===== src/rtl/cfp_pkg.sv =====
package cfp_pkg;

  // Sync byte after reset.
  localparam logic [7:0] StartByteReset = 8'hF5;

  // Frame type codes that map to commands.
  localparam logic [7:0] TypeArm      = 8'hF1;
  localparam logic [7:0] TypeRecStart = 8'hF2;
  localparam logic [7:0] TypeRecStop  = 8'hF3;
  localparam logic [7:0] TypeDownload = 8'hF4;

  // Header bytes following the sync byte.
  localparam logic [1:0] HdrType   = 2'd0;
  localparam logic [1:0] HdrLength = 2'd1;
  localparam logic [1:0] HdrSum    = 2'd2;

  localparam int unsigned ResultWidth = 21;
  localparam int unsigned TdataWidth  = 24;

  typedef enum logic [1:0] {
    PhIdle,
    PhHeader,
    PhPayload
  } phase_e;

  typedef enum logic [2:0] {
    StOk      = 3'd0,
    StUnknown = 3'd1,
    StIgnored = 3'd2,
    StHdrBad  = 3'd3,
    StPayBad  = 3'd4,
    StTooLong = 3'd5
  } status_e;

  typedef enum logic [1:0] {
    CmdArm      = 2'd0,
    CmdRecStart = 2'd1,
    CmdRecStop  = 2'd2,
    CmdDownload = 2'd3
  } command_e;

  // Declared from the top bit down, so status sits in the lowest bits.
  typedef struct packed {
    logic [7:0] payload_length;
    logic [7:0] frame_type;
    command_e   command;
    status_e    status;
  } result_t;

endpackage


===== src/rtl/cfp_parser.sv =====
module cfp_parser #(
  parameter int unsigned MaxPayload = 16
) (
  input  logic             clk_i,
  input  logic             rst_ni,
  input  logic             cfg_we_i,
  input  logic [7:0]       cfg_wdata_i,
  input  logic             in_valid_i,
  output logic             in_ready_o,
  input  logic [7:0]       in_byte_i,
  input  logic             res_ready_i,
  output logic             res_push_o,
  output cfp_pkg::result_t res_o
);

  localparam int unsigned IdxWidth = $clog2(MaxPayload + 1);
  localparam logic [8:0]  MaxLen   = 9'(MaxPayload);

  logic                  in_valid_q;
  logic [7:0]            in_byte_q;
  logic [7:0]            start_byte_q;
  cfp_pkg::phase_e       phase_q, phase_d;
  logic [1:0]            hdr_idx_q, hdr_idx_d;
  logic [7:0]            type_q, type_d;
  logic [7:0]            length_q, length_d;
  logic [IdxWidth-1:0]   pay_idx_q, pay_idx_d;
  logic [7:0]            pay_sum_q, pay_sum_d;
  logic                  step;
  logic [7:0]            hdr_sum;
  cfp_pkg::status_e      status;
  cfp_pkg::command_e     command;
  logic                  finish;

  // The held byte is consumed whenever the result queue has room.
  assign step       = in_valid_q && res_ready_i;
  assign in_ready_o = !in_valid_q || res_ready_i;
  assign hdr_sum    = start_byte_q + type_q + length_q;

  always_ff @(posedge clk_i or negedge rst_ni) begin
    if (!rst_ni) begin
      in_valid_q <= 1'b0;
    end else if (in_ready_o) begin
      in_valid_q <= in_valid_i;
    end
  end

  always_ff @(posedge clk_i) begin
    if (in_ready_o && in_valid_i) begin
      in_byte_q <= in_byte_i;
    end
  end

  always_ff @(posedge clk_i or negedge rst_ni) begin
    if (!rst_ni) begin
      start_byte_q <= cfp_pkg::StartByteReset;
    end else if (cfg_we_i) begin
      start_byte_q <= cfg_wdata_i;
    end
  end

  always_ff @(posedge clk_i or negedge rst_ni) begin
    if (!rst_ni) begin
      phase_q   <= cfp_pkg::PhIdle;
      hdr_idx_q <= cfp_pkg::HdrType;
      type_q    <= '0;
      length_q  <= '0;
      pay_idx_q <= '0;
      pay_sum_q <= '0;
    end else begin
      phase_q   <= phase_d;
      hdr_idx_q <= hdr_idx_d;
      type_q    <= type_d;
      length_q  <= length_d;
      pay_idx_q <= pay_idx_d;
      pay_sum_q <= pay_sum_d;
    end
  end

  always_comb begin
    phase_d   = phase_q;
    hdr_idx_d = hdr_idx_q;
    type_d    = type_q;
    length_d  = length_q;
    pay_idx_d = pay_idx_q;
    pay_sum_d = pay_sum_q;
    status    = cfp_pkg::StOk;
    command   = cfp_pkg::CmdArm;
    finish    = 1'b0;
    if (step) begin
      if (phase_q != cfp_pkg::PhPayload && in_byte_q == start_byte_q) begin
        phase_d   = cfp_pkg::PhHeader;
        hdr_idx_d = cfp_pkg::HdrType;
      end else begin
        case (phase_q)
          cfp_pkg::PhHeader: begin
            case (hdr_idx_q)
              cfp_pkg::HdrType: begin
                type_d    = in_byte_q;
                hdr_idx_d = cfp_pkg::HdrLength;
              end
              cfp_pkg::HdrLength: begin
                length_d  = in_byte_q;
                hdr_idx_d = cfp_pkg::HdrSum;
              end
              default: begin
                if (in_byte_q != hdr_sum) begin
                  finish = 1'b1;
                  status = cfp_pkg::StHdrBad;
                end else if (length_q == 8'd0) begin
                  finish = 1'b1;
                  if (type_q inside {[cfp_pkg::TypeArm:cfp_pkg::TypeDownload]}) begin
                    command = cfp_pkg::command_e'(2'(type_q - cfp_pkg::TypeArm));
                  end else begin
                    status = cfp_pkg::StUnknown;
                  end
                end else if ({1'b0, length_q} > MaxLen) begin
                  finish = 1'b1;
                  status = cfp_pkg::StTooLong;
                end else begin
                  phase_d   = cfp_pkg::PhPayload;
                  hdr_idx_d = cfp_pkg::HdrType;
                  pay_idx_d = '0;
                  pay_sum_d = '0;
                end
              end
            endcase
          end
          cfp_pkg::PhPayload: begin
            if (9'(pay_idx_q) < {1'b0, length_q}) begin
              pay_sum_d = pay_sum_q + in_byte_q;
              pay_idx_d = pay_idx_q + 1'b1;
            end else begin
              finish = 1'b1;
              if (in_byte_q != pay_sum_q) begin
                status = cfp_pkg::StPayBad;
              end else if (type_q == cfp_pkg::TypeArm) begin
                command = cfp_pkg::CmdArm;
              end else if (type_q == cfp_pkg::TypeRecStart) begin
                command = cfp_pkg::CmdRecStart;
              end else begin
                status = cfp_pkg::StIgnored;
              end
            end
          end
          default: begin
            phase_d = cfp_pkg::PhIdle;
          end
        endcase
      end
      if (finish) begin
        phase_d   = cfp_pkg::PhIdle;
        hdr_idx_d = cfp_pkg::HdrType;
      end
    end
  end

  assign res_push_o           = finish;
  assign res_o.status         = status;
  assign res_o.command        = command;
  assign res_o.frame_type     = type_q;
  assign res_o.payload_length = length_q;

  a_push_needs_step: assert property (@(posedge clk_i) disable iff (!rst_ni)
    res_push_o |-> step)
    else $error("result pushed without a consumed byte");

  a_push_goes_idle: assert property (@(posedge clk_i) disable iff (!rst_ni)
    res_push_o |=> phase_q == cfp_pkg::PhIdle)
    else $error("parser not idle after a frame end");

  a_payload_bound: assert property (@(posedge clk_i) disable iff (!rst_ni)
    phase_q == cfp_pkg::PhPayload |-> 9'(pay_idx_q) <= {1'b0, length_q})
    else $error("payload counter beyond frame length");

  a_hold_when_full: assert property (@(posedge clk_i) disable iff (!rst_ni)
    !res_ready_i |=> $stable(phase_q) && $stable(pay_sum_q))
    else $error("parser state moved while result queue was full");

endmodule


===== src/rtl/cfp_out_fifo.sv =====
module cfp_out_fifo (
  input  logic             clk_i,
  input  logic             rst_ni,
  input  logic             push_i,
  input  cfp_pkg::result_t data_i,
  output logic             not_full_o,
  output logic             valid_o,
  input  logic             ready_i,
  output cfp_pkg::result_t data_o
);

  cfp_pkg::result_t entry_q [2];
  logic             wr_ptr_q;
  logic             rd_ptr_q;
  logic [1:0]       count_q;
  logic             pop;

  assign pop        = valid_o && ready_i;
  assign valid_o    = count_q != 2'd0;
  assign not_full_o = count_q != 2'd2;
  assign data_o     = entry_q[rd_ptr_q];

  always_ff @(posedge clk_i) begin
    if (push_i) begin
      entry_q[wr_ptr_q] <= data_i;
    end
  end

  always_ff @(posedge clk_i or negedge rst_ni) begin
    if (!rst_ni) begin
      wr_ptr_q <= 1'b0;
      rd_ptr_q <= 1'b0;
      count_q  <= 2'd0;
    end else begin
      if (push_i) begin
        wr_ptr_q <= !wr_ptr_q;
      end
      if (pop) begin
        rd_ptr_q <= !rd_ptr_q;
      end
      count_q <= count_q + 2'(push_i) - 2'(pop);
    end
  end

  a_no_push_full: assert property (@(posedge clk_i) disable iff (!rst_ni)
    count_q == 2'd2 |-> !push_i)
    else $error("push into a full result queue");

  a_count_bound: assert property (@(posedge clk_i) disable iff (!rst_ni)
    count_q != 2'd3)
    else $error("result queue count out of range");

  a_ptr_count: assert property (@(posedge clk_i) disable iff (!rst_ni)
    (count_q == 2'd1) == (wr_ptr_q != rd_ptr_q))
    else $error("queue pointers disagree with count");

endmodule


===== src/rtl/command_frame_parser.sv =====
// Channel   Dir  Fields (lowest bit first)
// s_axis    in   tdata[7:0] rx_byte
// m_axis    out  tdata status[2:0] command[4:3] frame_type[12:5]
//                payload_length[20:13], zeros above
// cfg       in   start_byte, written when cfg_we_i is high
//
// One byte per cycle. A byte sits in the input register for the cycle after
// its transfer and is parsed there; its result, if any, is on m_axis from the
// following cycle. A two-entry result queue keeps the input flowing while
// m_axis stalls; once it is full the held byte waits and s_axis_tready drops.
// Reset clears the frame state and loads the start byte with 0xF5.
module command_frame_parser #(
  parameter int unsigned MAX_PAYLOAD = 16
) (
  input  logic        clk_i,
  input  logic        rst_ni,
  input  logic        cfg_we_i,
  input  logic [7:0]  cfg_wdata_i,
  input  logic        s_axis_tvalid_i,
  output logic        s_axis_tready_o,
  input  logic [7:0]  s_axis_tdata_i,  // rx_byte
  output logic        m_axis_tvalid_o,
  input  logic        m_axis_tready_i,
  // status, command, frame_type, payload_length, zero padding
  output logic [23:0] m_axis_tdata_o
);

  logic             res_ready;
  logic             res_push;
  cfp_pkg::result_t res;
  cfp_pkg::result_t out_res;

  cfp_parser #(
    .MaxPayload(MAX_PAYLOAD)
  ) u_parser (
    .clk_i,
    .rst_ni,
    .cfg_we_i,
    .cfg_wdata_i,
    .in_valid_i (s_axis_tvalid_i),
    .in_ready_o (s_axis_tready_o),
    .in_byte_i  (s_axis_tdata_i),
    .res_ready_i(res_ready),
    .res_push_o (res_push),
    .res_o      (res)
  );

  cfp_out_fifo u_out_fifo (
    .clk_i,
    .rst_ni,
    .push_i    (res_push),
    .data_i    (res),
    .not_full_o(res_ready),
    .valid_o   (m_axis_tvalid_o),
    .ready_i   (m_axis_tready_i),
    .data_o    (out_res)
  );

  assign m_axis_tdata_o = {(cfp_pkg::TdataWidth - cfp_pkg::ResultWidth)'(0), out_res};

endmodule


===== config.mk =====
export PLATFORM = sky130hd
export DESIGN_NAME = command_frame_parser
export DESIGN_NICKNAME = d
export VERILOG_FILES = /design/src/rtl/cfp_pkg.sv /design/src/rtl/cfp_parser.sv /design/src/rtl/cfp_out_fifo.sv /design/src/rtl/command_frame_parser.sv
export SDC_FILE = /design/constraint.sdc
export NUM_CORES = 1
export LEC_CHECK = 0
export BUFFER_PORTS_ARGS = -buffer_cell sky130_fd_sc_hd__buf_2
export CORE_MARGIN = 5
export CORE_UTILIZATION = 40
export CTS_CLUSTER_SIZE = 20
export DETAILED_ROUTE_END_ITERATION = 12
export PLACE_DENSITY_LB_ADDON = 0.25
export SKIP_LAST_GASP = 1
export SYNTH_ARGS = -nofsm -noshare
export SYNTH_HDL_FRONTEND = slang
export SYNTH_SLANG_ARGS = --single-unit

===== constraint.sdc =====
create_clock -name clk_i -period 11.6 [get_ports clk_i]
set_input_delay 1.16 -clock clk_i [delete_from_list [all_inputs] [get_ports clk_i]]
set_output_delay 1.16 -clock clk_i [all_outputs]
set_load 0.05 [all_outputs]

==> impl_metrics.ini <==
[global_routing]
grt_pass1_vias = 3445
grt_pass1_wl_mm = 18.07
grt_usage_pct = 14.74
antenna_found_initial = 0
grt_max_degree = 47
grt_overflow = 0

[detailed_routing]
vias = 3410
via_per_inst = 5.190
dr.pass1.iters = 6
wl_per_cell_um = 16.74
ant_nets = 0
drt-initial-drc-count = 193
drc = 0
drt_wl_total_mm = 11.00

[power_and_ir_drop]
cellInternalPower_mw = 0.6291
power_switching_share_pct = 32.49
powerDensity_mw_per_mm2 = 157.1
finalPower_mw = 0.9318
sequentialPowerShare_pct = 44.5
p_sw_mw = 0.3027
power_frac_comb_pct = 22.8
p_leak_nw = 2.462
clkPwrFrac_pct = 32.7
irDropWorstVdd_v = 0.00005561

[floorplan]
ios = 47
core_mm2 = 0.01272
die_w_um = 124.3
num_rows = 41
initial_utilization_pct = 41.07
dieArea_mm2 = 0.01545
die_h_um = 124.3

[sta]
tightest_slew_ns = 1.106
max_freq_ghz = 0.2533
rsz0062_at_grt = false
setup-violations-final = 0
skew_ns = 0.007165
tns_ns = 0
min_period_ns = 3.948
final_max_slew_viol_count = 0
finalCritPeriodShare_pct = 34.04
slew_headroom_pct = 26.24
hold_slack_ns = 0.5022
fin_ws_ns = 7.652
hold_viol = 0

[setup_path]
end_kind = register
crit_type = reg -> reg
critPathArrivalTime_ns = 4.19
startpoint_type = register
worstPathMaxFanout = 9
required_ns = 11.84

[logic_synthesis]
syn_area_per_cell_um2 = 12.09
syn_inst = 432
synth_edf_count = 50
ys.warnings.count = 0
async_reset_ff_share_pct = 47.92
synthFlopType = edfxtp_1
seq_area_frac_synth_pct = 50.91
netlist_area_mm2 = 0.005225
synthDistinctLibCells = 58
ys_ff_latch = 96

[placed_design]
dpl.hpwl_mm = 7.999
place_inst = 641
gp_congestion = 0.9024
postPlaceCellArea_mm2 = 0.005628
portBuffers = 43
pre_cts_ws_ns = 7.631

[hold_path]
min_path_type = reg -> reg

[cts]
clockBufferDepth = 2
cts_tree = done
cts_buffers = 9
cts_resized = 0
clkSinkCount = 96
cts_setup_buffers = 0
insertion_delay_ns = 0.35
hold_buffers = 0
clockRootBuffer = clkbuf_16
path_clk_slew_ns = 0.07
htree_levels = 3

[final_layout]
stdcell_area_mm2 = 0.005931
final_nets = 536
area_growth_pct = 13.51
drive_gt1_share_pct = 24.12
final_util_pct = 46.62
num_antenna_cells = 0
final_cells = 657

[outcome]
status = completed

[flow_run]
maxCapViolCount = 0
## logic make-up (layout without fill, tap and decap cells)
kind of cell             Yosys count  after routing  synth area share [%]
buffers and inverters             40             91                 3.257
XOR/XNOR                          35             35                 6.298
multiplexers                      51             51                 10.87
adder cells (fa/ha/maj)           35             35                 9.674
other                              1              3               0.07177
AND/OR/NAND/NOR                  112            112                 11.16
flip-flops                        96             96                 50.91
AO/OA/AOI/OAI                     62             62                 7.759
## state kept, by name, summed over array words and instances (netlist names)
register	flops
u_parser.in_byte_q	8
u_parser.pay_idx_q	5
u_out_fifo.count_q	2
u_parser.type_q	8
u_out_fifo.rd_ptr_q	1
u_parser.in_valid_q	1
u_parser.phase_q	2
u_parser.hdr_idx_q	2
u_parser.length_q	8
u_out_fifo.entry_q	42
u_out_fifo.wr_ptr_q	1
u_parser.start_byte_q	8
u_parser.pay_sum_q	8
## power groups by stage
stage | clock, mW | sequential [mW] | combinational (mW)
2_1_floorplan | 0 | 0.401 | 0.183
3_3_place_gp | 0 | 0.422 | 0.211
3_5_place_dp | 0 | 0.423 | 0.214
4_1_cts | 0.313 | 0.416 | 0.215
5_1_grt | 0.329 | 0.420 | 0.232
6_report | 0.304 | 0.415 | 0.212
## layer usage
metal | track usage (%) | routed length, um | vias up
met5 | 0 | 0 | -
met4 | 4.707 | 144 | 0
met3 | 4.117 | 419 | 16
met2 | 23.06 | 5018 | 63
met1 | 19.90 | 5416 | 1678
li1 | - | - | 1653
## worst max-delay path, stage by stage (launching register included)
cell and delay [ns]:
dfrtp_1 0.44, fa_1 0.50, ha_1 0.25, fa_1 0.41, a21o_1 0.19, a21oi_1 0.21
o21ai_0 0.23, xnor2_1 0.35, nor4_2 0.09, o21ai_1 0.82, mux2_4 0.35
## layout by cell type, fill, tap and decap left out, drive strengths merged, types with 4 or more instances in the layout
| cell | n |
|---|---|
| nor2 | 20 |
| nand3 | 15 |
| dfrtp | 40 |
| nor4 | 6 |
| and2 | 4 |
| o31ai | 4 |
| buf | 47 |
| o21ai | 14 |
| xor2 | 17 |
| nand4 | 5 |
| nand2 | 28 |
| mux2 | 43 |
| clkbuf | 9 |
| dfstp | 6 |
| a221o | 4 |
| nor3 | 8 |
| nand2b | 6 |
| xnor2 | 18 |
| fa | 9 |
| mux2i | 8 |
| edfxtp | 50 |
| nor2b | 6 |
| inv | 31 |
| a21oi | 17 |
| ha | 26 |
## path summary, 6_finish.rpt
check / startpoint / endpoint / slack, ns / depth (start not counted)
worst max-delay path: u_parser.type_q[1] / u_parser.pay_idx_q[0] / 7.65 / 10
worst min-delay path: u_out_fifo.wr_ptr_q / u_out_fifo.wr_ptr_q / 0.50 / 1
worst max register to register: u_parser.type_q[1] / u_parser.pay_idx_q[0] / 7.65 / 10
worst min register to register: u_out_fifo.wr_ptr_q / u_out_fifo.wr_ptr_q / 0.50 / 1
max in group asynchronous: rst_ni / u_parser.hdr_idx_q[0] / 9.90 / 1
min in group asynchronous: rst_ni / u_out_fifo.count_q[1] / 1.01 / 1
## synthesized netlist by cell type, types with 2 or more instances
library cell	instances	area, um^2
buf_4	3	22.52
o21ai_1	2	10.01
and3_1	3	18.77
dfrtp_1	40	1001
nand4_1	4	25.02
mux2i_1	8	80.08
clkbuf_1	5	18.77
ha_1	26	325.3
edfxtp_1	50	1501
a21o_1	3	22.52
nand2b_1	6	37.54
nand3_1	15	75.07
or3_1	3	18.77
inv_1	28	105.1
nor2b_1	6	37.54
mux2_2	42	473.0
nor3_1	8	40.04
xor2_1	15	131.4
o21bai_1	3	22.52
a31oi_1	3	18.77
xnor2_1	17	148.9
and2_1	4	25.02
nand2_1	28	105.1
buf_1	2	7.510
a221o_1	4	40.04
dfstp_2	6	157.7
xor2_2	2	32.53
o211ai_1	3	22.52
o21ai_0	12	60.06
nor4_1	5	31.28
nor2_1	20	75.07
a211oi_1	3	22.52
fa_1	9	180.2
a21oi_1	17	85.08
o31ai_1	4	30.03
## layout make-up
| cell class | count | area (um^2) |
|---|---|---|
| sequential | 96 | 2660 |
| inverter | 28 | 105.1 |
| multi-input combinational | 298 | 2402 |
| timing repair buffer | 47 | 245.2 |
| clock buffer | 9 | 225.2 |
| fill | 1186 | 6792 |
| tap | 172 | 215.2 |
| clock inverter | 7 | 77.57 |
(Power assumes the default switching activity.)
